$ cat config.mk
export PLATFORM = sky130hd
export DESIGN_NAME = http_request_header_parser
export DESIGN_NICKNAME = d
export VERILOG_FILES = /design/src/hdl/hrp_pkg.sv /design/src/hdl/http_request_header_parser.sv /design/src/hdl/hrp_matcher.sv
export SDC_FILE = /design/constraint.sdc
export NUM_CORES = 2
export LEC_CHECK = 0
export ABC_CLOCK_PERIOD_IN_PS = 16900
export BUFFER_PORTS_ARGS = -buffer_cell sky130_fd_sc_hd__buf_2
export CAP_MARGIN = 20
export CELL_PAD_IN_SITES_DETAIL_PLACEMENT = 0
export CELL_PAD_IN_SITES_GLOBAL_PLACEMENT = 2
export CORE_MARGIN = 10
export CORE_UTILIZATION = 40
export DETAILED_ROUTE_END_ITERATION = 10
export PLACE_DENSITY_LB_ADDON = 0.1
export SYNTH_ARGS = -nofsm -noshare
export SYNTH_HDL_FRONTEND = slang
export SYNTH_SLANG_ARGS = --single-unit
export TNS_END_PERCENT = 5
$ cat constraint.sdc
create_clock -name aclk -period 16.9 [get_ports aclk]
set_input_delay 0 -clock aclk [delete_from_list [all_inputs] [get_ports aclk]]
set_output_delay 0 -clock aclk [all_outputs]
set_load 0.03 [all_outputs]
$ cat src/hdl/hrp_pkg.sv
// ----------------------------------------------------------------------------
// hrp_pkg
// Types, pattern texts and matcher functions for the request header parser.
// ----------------------------------------------------------------------------
package hrp_pkg;

    localparam int NumPat     = 7;   // six header names plus the terminator
    localparam int PatTerm    = 6;
    localparam int PatMaxLen  = 20;
    localparam int ProgW      = 5;

    localparam logic [7:0]  MethodLimitRst = 8'd15;
    localparam logic [11:0] PathLimitRst   = 12'd1023;
    localparam logic [11:0] QueryLimitRst  = 12'd1023;
    localparam logic [19:0] HeaderLimitRst = 20'd65535;

    localparam int CfgIdxW  = 2;
    localparam int CfgDataW = 20;
    localparam logic [CfgIdxW-1:0] CfgMethodLimit = 2'd0;
    localparam logic [CfgIdxW-1:0] CfgPathLimit   = 2'd1;
    localparam logic [CfgIdxW-1:0] CfgQueryLimit  = 2'd2;
    localparam logic [CfgIdxW-1:0] CfgHeaderLimit = 2'd3;

    localparam logic [1:0] KindOther  = 2'd0;
    localparam logic [1:0] KindMethod = 2'd1;
    localparam logic [1:0] KindPath   = 2'd2;
    localparam logic [1:0] KindQuery  = 2'd3;

    localparam logic [1:0] StatusOk      = 2'd0;
    localparam logic [1:0] StatusBadLine = 2'd1;
    localparam logic [1:0] StatusTooLong = 2'd2;

    // texts right-aligned: first character in the highest used byte
    localparam logic [8*PatMaxLen-1:0] PAT_TEXT [NumPat] = '{
        "Content-Length:", "content-length:",
        "Transfer-Encoding:", "transfer-encoding:",
        "Expect: 100-continue", "expect: 100-continue",
        "\r\n\r\n"
    };
    localparam int PAT_LEN [NumPat] = '{15, 15, 18, 18, 20, 20, 4};

    localparam logic [55:0] CHUNK_TEXT = "chunked";
    localparam logic [31:0] POST_TEXT  = "POST";

    typedef struct packed {
        logic [7:0] data_byte;
        logic       first_byte;
    } hrp_in_t;

    typedef struct packed {
        logic [7:0]         char_out;
        logic [1:0]         char_kind;
        logic               header_end;
        logic [1:0]         parse_status;
        logic signed [31:0] body_length;
        logic               chunked;
        logic               expect_continue;
    } hrp_out_t;

    function automatic logic [7:0] pat_byte(int p, int i);
        return PAT_TEXT[p][8*(PAT_LEN[p]-1-i) +: 8];
    endfunction

    // pattern prefix of j-1 bytes equals the bytes just before position k
    function automatic logic pat_border(int p, int k, int j);
        logic ok;
        ok = 1'b1;
        for (int i = 0; i < j - 1; i++) begin
            if (pat_byte(p, i) != pat_byte(p, k + 1 - j + i)) ok = 1'b0;
        end
        return ok;
    endfunction

    // longest pattern prefix ending the text after k matched bytes and c
    function automatic logic [ProgW-1:0] pat_adv(int p, logic [ProgW-1:0] k,
                                                 logic [7:0] c);
        logic [ProgW-1:0] r;
        r = '0;
        for (int kk = 0; kk < PAT_LEN[p]; kk++) begin
            if (k == ProgW'(kk)) begin
                for (int j = 1; j <= kk + 1; j++) begin
                    if (pat_border(p, kk, j) && c == pat_byte(p, j - 1))
                        r = ProgW'(j);
                end
            end
        end
        return r;
    endfunction

endpackage

$ cat src/hdl/http_request_header_parser.sv
// ----------------------------------------------------------------------------
// http_request_header_parser
// Tags request header bytes and extracts length, chunked and expect info.
// ----------------------------------------------------------------------------
// Usage:
//   s_ channel carries one header byte per item plus first_byte, which
//   clears all parse state before that byte is processed. Each accepted
//   item gives exactly one result item on the m_ channel: the byte, its
//   kind, and on the terminating or overflowing byte the status, on a clean
//   end also the Content-Length / chunked / expect summary.
//   The result is loaded into the output register at the accepting edge
//   and can be taken from the next edge on. Throughput is one item per
//   cycle while the receiver keeps up; the matchers and counters all update
//   in the same cycle as the byte.
//   s_ready is high whenever the output register is empty or being taken,
//   so a stalled receiver holds back the input only for as long as it stalls.
//   Limits are written through cfg_we/cfg_index/cfg_data while idle; the
//   user must keep to this, the block does not check it. Reset restores
//   the default limits and clears all parse state.
// ----------------------------------------------------------------------------
module http_request_header_parser import hrp_pkg::*; (
    input  logic                aclk,
    input  logic                aresetn,
    input  logic                s_valid,
    output logic                s_ready,
    input  hrp_in_t             s_data,
    output logic                m_valid,
    input  logic                m_ready,
    output hrp_out_t            m_data,
    input  logic                cfg_we,
    input  logic [CfgIdxW-1:0]  cfg_index,
    input  logic [CfgDataW-1:0] cfg_data
);

    typedef enum logic [2:0] {
        PH_METHOD, PH_PATH, PH_QUERY, PH_HEADERS, PH_DONE
    } phase_t;

    logic [7:0]  method_limit_reg;
    logic [11:0] path_limit_reg, query_limit_reg;
    logic [19:0] header_limit_reg;

    phase_t             phase_reg, phase_next;
    logic [7:0]         mcnt_reg, mcnt_next;
    logic [11:0]        pcnt_reg, pcnt_next, qcnt_reg, qcnt_next;
    logic [19:0]        hcnt_reg, hcnt_next;
    logic [2:0]         post_reg, post_next;
    logic [ProgW-1:0]   prog_reg [NumPat];
    logic [ProgW-1:0]   prog_next [NumPat];
    logic [ProgW-1:0]   prog_cur [NumPat];
    logic [ProgW-1:0]   prog_adv [NumPat];
    logic signed [31:0] lval_reg [2];
    logic signed [31:0] lval_next [2];
    logic [2:0]         lst_reg [2];
    logic [2:0]         lst_next [2];
    logic [3:0]         cst_reg [2];
    logic [3:0]         cst_next [2];
    logic [1:0]         cfound_reg, cfound_next;
    logic               efound_reg, efound_next;
    logic               err_reg, err_next;

    logic     accept;
    hrp_out_t res;
    logic [7:0] c;

    assign accept  = s_valid && s_ready;
    assign s_ready = !m_valid || m_ready;
    assign c       = s_data.data_byte;

    for (genvar p = 0; p < NumPat; p++) begin : g_match
        assign prog_cur[p] = s_data.first_byte ? '0 : prog_reg[p];
        hrp_matcher #(.PAT(p)) u_match (
            .prog      (prog_cur[p]),
            .c         (c),
            .prog_next (prog_adv[p])
        );
    end

    always_comb begin
        logic               dig, ws, complete, ended;
        logic signed [35:0] t;
        logic [3:0]         d;
        logic [2:0]         k;
        phase_t             ph;

        dig = c >= "0" && c <= "9";
        ws  = c == " " || (c >= 8'd9 && c <= 8'd13);
        d   = c[3:0];
        t   = '0;
        k   = '0;

        if (s_data.first_byte) begin
            ph = PH_METHOD;
            mcnt_next = '0; pcnt_next = '0; qcnt_next = '0; hcnt_next = '0;
            post_next = '0;
            for (int i = 0; i < 2; i++) begin
                lval_next[i] = -32'sd1; lst_next[i] = '0; cst_next[i] = '0;
            end
            cfound_next = '0; efound_next = 1'b0; err_next = 1'b0;
        end else begin
            ph = phase_reg;
            mcnt_next = mcnt_reg; pcnt_next = pcnt_reg; qcnt_next = qcnt_reg;
            hcnt_next = hcnt_reg; post_next = post_reg;
            for (int i = 0; i < 2; i++) begin
                lval_next[i] = lval_reg[i]; lst_next[i] = lst_reg[i];
                cst_next[i] = cst_reg[i];
            end
            cfound_next = cfound_reg; efound_next = efound_reg; err_next = err_reg;
        end
        for (int p = 0; p < NumPat; p++) prog_next[p] = prog_cur[p];
        phase_next = ph;

        res = '0;
        res.char_out     = c;
        res.char_kind    = KindOther;
        res.parse_status = StatusOk;
        res.body_length  = -32'sd1;
        complete = 1'b0;
        ended    = 1'b0;

        if (ph != PH_DONE) begin
            if (hcnt_next != 20'hFFFFF) hcnt_next = hcnt_next + 20'd1;
            complete = prog_adv[PatTerm] == ProgW'(PAT_LEN[PatTerm]);
            prog_next[PatTerm] = complete ? '0 : prog_adv[PatTerm];

            // header names and their values; bit 0 of p picks the slot
            for (int p = 0; p < PatTerm; p++) begin
                if (prog_cur[p] >= ProgW'(PAT_LEN[p])) begin
                    if (p < 2) begin
                        case (lst_next[p[0]])
                            3'd1: begin
                                if (!ws) begin
                                    if (c == "+") lst_next[p[0]] = 3'd2;
                                    else if (c == "-") lst_next[p[0]] = 3'd3;
                                    else if (dig) begin
                                        lval_next[p[0]] = 32'(d);
                                        lst_next[p[0]] = 3'd4;
                                    end else lst_next[p[0]] = 3'd6;
                                end
                            end
                            3'd2, 3'd3: begin
                                if (dig) begin
                                    lval_next[p[0]] = (lst_next[p[0]] == 3'd2) ?
                                        32'(d) : -32'(d);
                                    lst_next[p[0]] = (lst_next[p[0]] == 3'd2) ?
                                        3'd4 : 3'd5;
                                end else lst_next[p[0]] = 3'd6;
                            end
                            3'd4, 3'd5: begin
                                if (!dig) lst_next[p[0]] = 3'd6;
                                else begin
                                    t = (36'(lval_next[p[0]]) <<< 3) +
                                        (36'(lval_next[p[0]]) <<< 1);
                                    if (lst_next[p[0]] == 3'd4) begin
                                        t = t + 36'(d);
                                        if (t > 36'sh07FFFFFFF) t = 36'sh07FFFFFFF;
                                    end else begin
                                        t = t - 36'(d);
                                        if (t < -36'sh080000000) t = -36'sh080000000;
                                    end
                                    lval_next[p[0]] = t[31:0];
                                end
                            end
                            default: ;
                        endcase
                    end else if (p < 4) begin
                        if (cst_next[p[0]] != 4'd0 && cst_next[p[0]] < 4'd9 &&
                            !(cst_next[p[0]] == 4'd1 && c == " ")) begin
                            k = (cst_next[p[0]] == 4'd1) ? 3'd0 :
                                3'(cst_next[p[0]] - 4'd2);
                            if (CHUNK_TEXT[8*(3'd6-k) +: 8] == c) begin
                                if (k == 3'd6) begin
                                    cfound_next[p[0]] = 1'b1; cst_next[p[0]] = 4'd9;
                                end else cst_next[p[0]] = 4'(k) + 4'd3;
                            end else cst_next[p[0]] = 4'd9;
                        end
                    end
                end else begin
                    prog_next[p] = prog_adv[p];
                    if (prog_adv[p] == ProgW'(PAT_LEN[p])) begin
                        if (p < 2) begin
                            lst_next[p[0]] = 3'd1; lval_next[p[0]] = '0;
                        end else if (p < 4) cst_next[p[0]] = 4'd1;
                        else efound_next = 1'b1;
                    end
                end
            end

            // request line tagging
            case (ph)
                PH_METHOD: begin
                    if (c == " ") begin
                        if (post_next != 3'd4) post_next = 3'd5;
                        phase_next = PH_PATH;
                    end else if (mcnt_next < method_limit_reg) begin
                        mcnt_next = mcnt_next + 8'd1;
                        res.char_kind = KindMethod;
                        if (post_next < 3'd4 &&
                            POST_TEXT[8*(3'd3-post_next) +: 8] == c)
                            post_next = post_next + 3'd1;
                        else post_next = 3'd5;
                    end else begin
                        err_next = 1'b1;
                        phase_next = PH_HEADERS;
                    end
                end
                PH_PATH: begin
                    if (c == " " || c == "\r") phase_next = PH_HEADERS;
                    else if (c == "?") phase_next = PH_QUERY;
                    else if (pcnt_next < path_limit_reg) begin
                        pcnt_next = pcnt_next + 12'd1; res.char_kind = KindPath;
                    end
                end
                PH_QUERY: begin
                    if (c == " " || c == "\r") phase_next = PH_HEADERS;
                    else if (qcnt_next < query_limit_reg) begin
                        qcnt_next = qcnt_next + 12'd1; res.char_kind = KindQuery;
                    end
                end
                default: ;
            endcase

            if (complete) begin
                ended = 1'b1;
                res.parse_status = (err_next || phase_next == PH_METHOD) ?
                    StatusBadLine : StatusOk;
            end else if (hcnt_next >= header_limit_reg) begin
                ended = 1'b1;
                res.parse_status = StatusTooLong;
            end
            if (ended) phase_next = PH_DONE;
            res.header_end = ended;
            if (ended && res.parse_status == StatusOk) begin
                if (prog_next[0] == ProgW'(PAT_LEN[0])) res.body_length = lval_next[0];
                else if (prog_next[1] == ProgW'(PAT_LEN[1]))
                    res.body_length = lval_next[1];
                if (prog_next[2] == ProgW'(PAT_LEN[2])) res.chunked = cfound_next[0];
                else if (prog_next[3] == ProgW'(PAT_LEN[3])) res.chunked = cfound_next[1];
                res.expect_continue = post_next == 3'd4 && efound_next;
            end
        end
    end

    always_ff @(posedge aclk) begin
        if (!aresetn) begin
            method_limit_reg <= MethodLimitRst;
            path_limit_reg   <= PathLimitRst;
            query_limit_reg  <= QueryLimitRst;
            header_limit_reg <= HeaderLimitRst;
            phase_reg  <= PH_METHOD;
            mcnt_reg   <= '0;
            pcnt_reg   <= '0;
            qcnt_reg   <= '0;
            hcnt_reg   <= '0;
            post_reg   <= '0;
            for (int p = 0; p < NumPat; p++) prog_reg[p] <= '0;
            for (int i = 0; i < 2; i++) begin
                lval_reg[i] <= -32'sd1;
                lst_reg[i]  <= '0;
                cst_reg[i]  <= '0;
            end
            cfound_reg <= '0;
            efound_reg <= 1'b0;
            err_reg    <= 1'b0;
            m_valid    <= 1'b0;
            m_data     <= '0;
        end else begin
            if (cfg_we) begin
                unique case (cfg_index)
                    CfgMethodLimit: method_limit_reg <= cfg_data[7:0];
                    CfgPathLimit:   path_limit_reg   <= cfg_data[11:0];
                    CfgQueryLimit:  query_limit_reg  <= cfg_data[11:0];
                    CfgHeaderLimit: header_limit_reg <= cfg_data[19:0];
                    default: ;
                endcase
            end
            if (accept) begin
                phase_reg  <= phase_next;
                mcnt_reg   <= mcnt_next;
                pcnt_reg   <= pcnt_next;
                qcnt_reg   <= qcnt_next;
                hcnt_reg   <= hcnt_next;
                post_reg   <= post_next;
                prog_reg   <= prog_next;
                lval_reg   <= lval_next;
                lst_reg    <= lst_next;
                cst_reg    <= cst_next;
                cfound_reg <= cfound_next;
                efound_reg <= efound_next;
                err_reg    <= err_next;
                m_valid    <= 1'b1;
                m_data     <= res;
            end else if (m_ready) begin
                m_valid    <= 1'b0;
            end
        end
    end

    // status only on the closing item
    a_status_end: assert property (@(posedge aclk) disable iff (!aresetn)
        m_valid && !m_data.header_end |-> m_data.parse_status == StatusOk)
        else $error("status without header end");

    // no summary fields on a failed end
    a_summary: assert property (@(posedge aclk) disable iff (!aresetn)
        m_valid && m_data.parse_status != StatusOk |->
            m_data.body_length == -32'sd1 && !m_data.chunked &&
            !m_data.expect_continue)
        else $error("summary on failed header");

    // a stalled result is not overwritten
    a_hold: assert property (@(posedge aclk) disable iff (!aresetn)
        m_valid && !m_ready |=> m_valid && $stable(m_data))
        else $error("result lost under stall");

endmodule

$ cat src/hdl/hrp_matcher.sv
// ----------------------------------------------------------------------------
// hrp_matcher
// Next-state logic of one substring matcher (prefix automaton).
// ----------------------------------------------------------------------------
module hrp_matcher import hrp_pkg::*; #(
    parameter int PAT = 0
) (
    input  logic [ProgW-1:0] prog,
    input  logic [7:0]       c,
    output logic [ProgW-1:0] prog_next
);

    assign prog_next = pat_adv(PAT, prog, c);

endmodule

==> metrics.cfg <==
[outcome]
status = complete, no violations

[critical_path]
arrival_ns = 7.81
path_buf_inv = 5
worstRegToRegCells = 18
worstPathRequired_ns = 17.28
crit_fanout = 69
worst-path-stages = 21
crit_type = in2reg
cp-start-kind = primary input
path_cells = clkbuf_8 > buf_4 > buf_4 > nor2_1 > inv_1 > ha_1 > a211oi_1 > o21ai_1 > a211oi_1 > o21ai_1 > xor2_1 > nand4_1 > or3_1 > nor4_1 > o221a_2 > nor2_1 > buf_4 > a21oi_1 > o211ai_1 > nand4_1 > o2111ai_1
cp-end-kind = flip-flop
critical-path-slowest-cell = buf_4
critical_path.max_stage_delay_ns = 0.78
path_common_cell = buf_4
cp_top_family = compound AO/OA/AOI/OAI gates

[finish]
largest_reg_flops = 64
final_layout_size_suffix_gt1_share_pct = 7.75
area_growth_pct = 9.72
num_antenna_cells = 0
nets = 4174

[min_path]
hp-class = in2reg
holdPathStages = 2

[drt]
wire_per_inst_um = 23.3
drc = 0
vias_per_cell = 6.26
vias = 30700
drt_iter0_markers = 3316
ant_nets = 0
drtPass1Iterations = 8
totalWireLength_um = 114000

[sta]
tightest_slew_ns = 1.15
slew_viol_final = 0
fmax_mhz = 135
setup_viol = 0
rsz0062_at_grt = no
postLayoutSetupSlackWorst_ns = 9.47
skew_ns = 0.0249
fin_setup_tns_ns = 0
finalHoldViolations = 0
slew_headroom_pct = 22.7
period_needed_ns = 7.43
period_share_pct = 43.9

[logic_synthesis]
postSynthCellCount = 4034
yosysWarningCount = 0
ys_seq_elements = 275
synthDistinctLibCells = 98
synthFlopType = dfxtp_1
netlist_area_um2 = 27500
synth_edf_count = 0
synth-seq-area-share_pct = 20.0
syn-num-nets = 4222
synth.avg_cell_area_um2 = 6.81
async_flop_share_pct = 0

[global_route]
grt-ovfl-total = 0
grt_pass1_wl_um = 174000
first_global_vias = 28200
grt.total_usage_pct = 27.5
antenna_found_initial = 3
grt_max_degree = 160

[floorplanning]
core-area_um2 = 68300
io_pins = 85
die_y_um = 282
rows = 96
fp.dieW_um = 282
start_util_pct = 40.2
dieArea_um2 = 79600

[flow_run]
max_cap_viol_count = 0

[clock_network]
clockRootBuffer = clkbuf_16
worstSkewPairLatency_ns = 0.59
cts_buffers = 36
clock_path_buffers = 3
clkTransAtPathRegs_ns = 0.06
clkSinkCount = 275
cts.repair.resized = 0
cts_tree = yes
cts_max_level = 2

[pwr]
leakage_nw = 11.1
pwr_density_cell_nw_per_um2 = 64.4
ir_drop_mv = 0.0611

[place]
port_buffers = 84
pre_cts_ws_ns = 9.15
gp_congestion = 0.944
hpwl_um = 82900

## placed cells by master, fill, tap and decap left out, types with 35 or more instances in the layout
cell / n
or2_2: 61
a31oi_1: 56
o22ai_1: 41
a21oi_1: 318
a211oi_1: 37
nand4_1: 69
and2_1: 40
and3_1: 58
nor2b_1: 95
nand3_1: 164
o221ai_1: 35
o21ai_0: 304
dlygate4sd3_1: 37
a21boi_0: 55
clkbuf_16: 36
nor4_1: 36
nand2_1: 531
xnor2_1: 96
dfxtp_1: 275
o31ai_1: 36
nor2_1: 380
xor2_1: 63
buf_4: 58
buf_2: 82
o211ai_1: 104
nor3_1: 120
o21a_1: 49
ha_1: 146
inv_1: 128
## kinds of logic (layout without fill, tap and decap cells)
family | after synthesis | in the layout | share of synthesized area, %
and+or+nand+nor | 1727 | 1727 | 30.5
DFF | 275 | 275 | 20.0
xor gates and xnor gates | 159 | 159 | 5.07
muxes | 36 | 36 | 1.34
AOI/OAI and AO/OA | 1287 | 1287 | 30.5
adders and majority gates | 152 | 152 | 7.09
buffers and inverters | 398 | 377 | 5.48
## synthesized netlist by cell type, drive strengths merged (18+ instances only)
| cell type | instances | area share, % |
|---|---|---|
| o21ai | 312 | 5.7 |
| o22ai | 41 | 0.93 |
| o311ai | 18 | 0.67 |
| xnor2 | 96 | 3.1 |
| o211ai | 104 | 2.8 |
| clkbuf | 238 | 3.3 |
| nand2b | 33 | 0.75 |
| nand3b | 21 | 0.57 |
| a22oi | 24 | 0.66 |
| nand2 | 535 | 7.3 |
| buf | 28 | 0.41 |
| ha | 146 | 6.6 |
| o21a | 49 | 1.3 |
| and2 | 44 | 1.0 |
| and3 | 58 | 1.3 |
| nor3 | 121 | 2.2 |
| o31ai | 36 | 0.98 |
| xor2 | 63 | 2.0 |
| a21o | 28 | 0.77 |
| a21boi | 56 | 1.5 |
| or2 | 62 | 1.4 |
| nor4 | 37 | 0.87 |
| inv | 129 | 1.8 |
| o221ai | 35 | 1.1 |
| nand4 | 69 | 1.6 |
| a21oi | 318 | 5.8 |
| nand3 | 164 | 3.0 |
| a31oi | 56 | 1.3 |
| mux2i | 29 | 1.1 |
| dfxtp | 275 | 20 |
| nor2b | 95 | 2.2 |
| nor3b | 20 | 0.55 |
| nor2 | 384 | 5.3 |
| or3 | 23 | 0.54 |
| a211oi | 37 | 1.0 |
## routing by layer
layer,wire (um),GRT usage [%]
met4,3010,7.45
met5,0,0
met2,49400,42.3
met3,8950,4.21
met1,52500,39.1
## worst register-to-register path, cell delays in order, from the launching register on
cell and delay, ns:
dfxtp_1 0.31, nor2_1 0.26, inv_1 0.19, ha_1 0.26, fa_1 0.47, a211oi_1 0.39
o21a_1 0.31, a2bb2oi_1 0.41, nand2_1 0.12, xor2_1 0.57, nand4_1 0.27, or4_1 0.74
nor3_2 0.37, mux2i_1 0.39, nor2_1 0.27, nor2_1 0.78, a21oi_1 0.19, a211oi_1 0.41
nor3_1 0.10
## what timing repair did
| item | CTS | global route |
|---|---|---|
| setup endpoints to repair | 0 | 0 |
| hold endpoints to repair | 62 | 0 |
| hold buffers | 37 | 0 |
| buffers inserted | 0 | 0 |
## area by class of cell
type,count,area (um^2)
inverters,132,495
clock inverters,13,220
multi-input cells,3361,20500
well taps,882,1100
flip-flops and latches,275,5510
clock buffers,52,1040
fillers,7200,38200
repair buffers,180,1270
## power by group
group / leakage, nW / switching (mW) / internal (mW)
Combinational: 8.20 / 0.274 / 0.128
Sequential: 2.25 / 0.0232 / 0.671
Clock: 0.622 / 0.338 / 0.508
Total: 11.1 / 0.635 / 1.31
## path summary, 6_finish.rpt
path / from / end / slack (ns)
worst max-delay path: s_data[0] / lval_reg[12] / 9.47
worst min-delay path: aresetn / header_limit_reg[0] / 0.03
worst max register to register: lval_reg[32] / m_data[17] / 9.95
worst min register to register: m_data[38] / m_data[38] / 0.45
## through the flow
stage	std cells	total power [mW]	util, %	hold slack [ns]	area, um^2
2_1_floorplan	4034	0.966	-	0.124	27500
3_3_place_gp	4792	1.10	41.7	0.227	28500
3_5_place_dp	4792	1.09	41.7	0.229	28500
4_1_cts	4894	1.95	44.1	0.00338	30100
5_1_grt	4895	2.01	44.1	0.0731	30100
6_report	4895	1.94	44.1	0.0299	30100
Note: power is estimated with default switching activity, not from simulation.
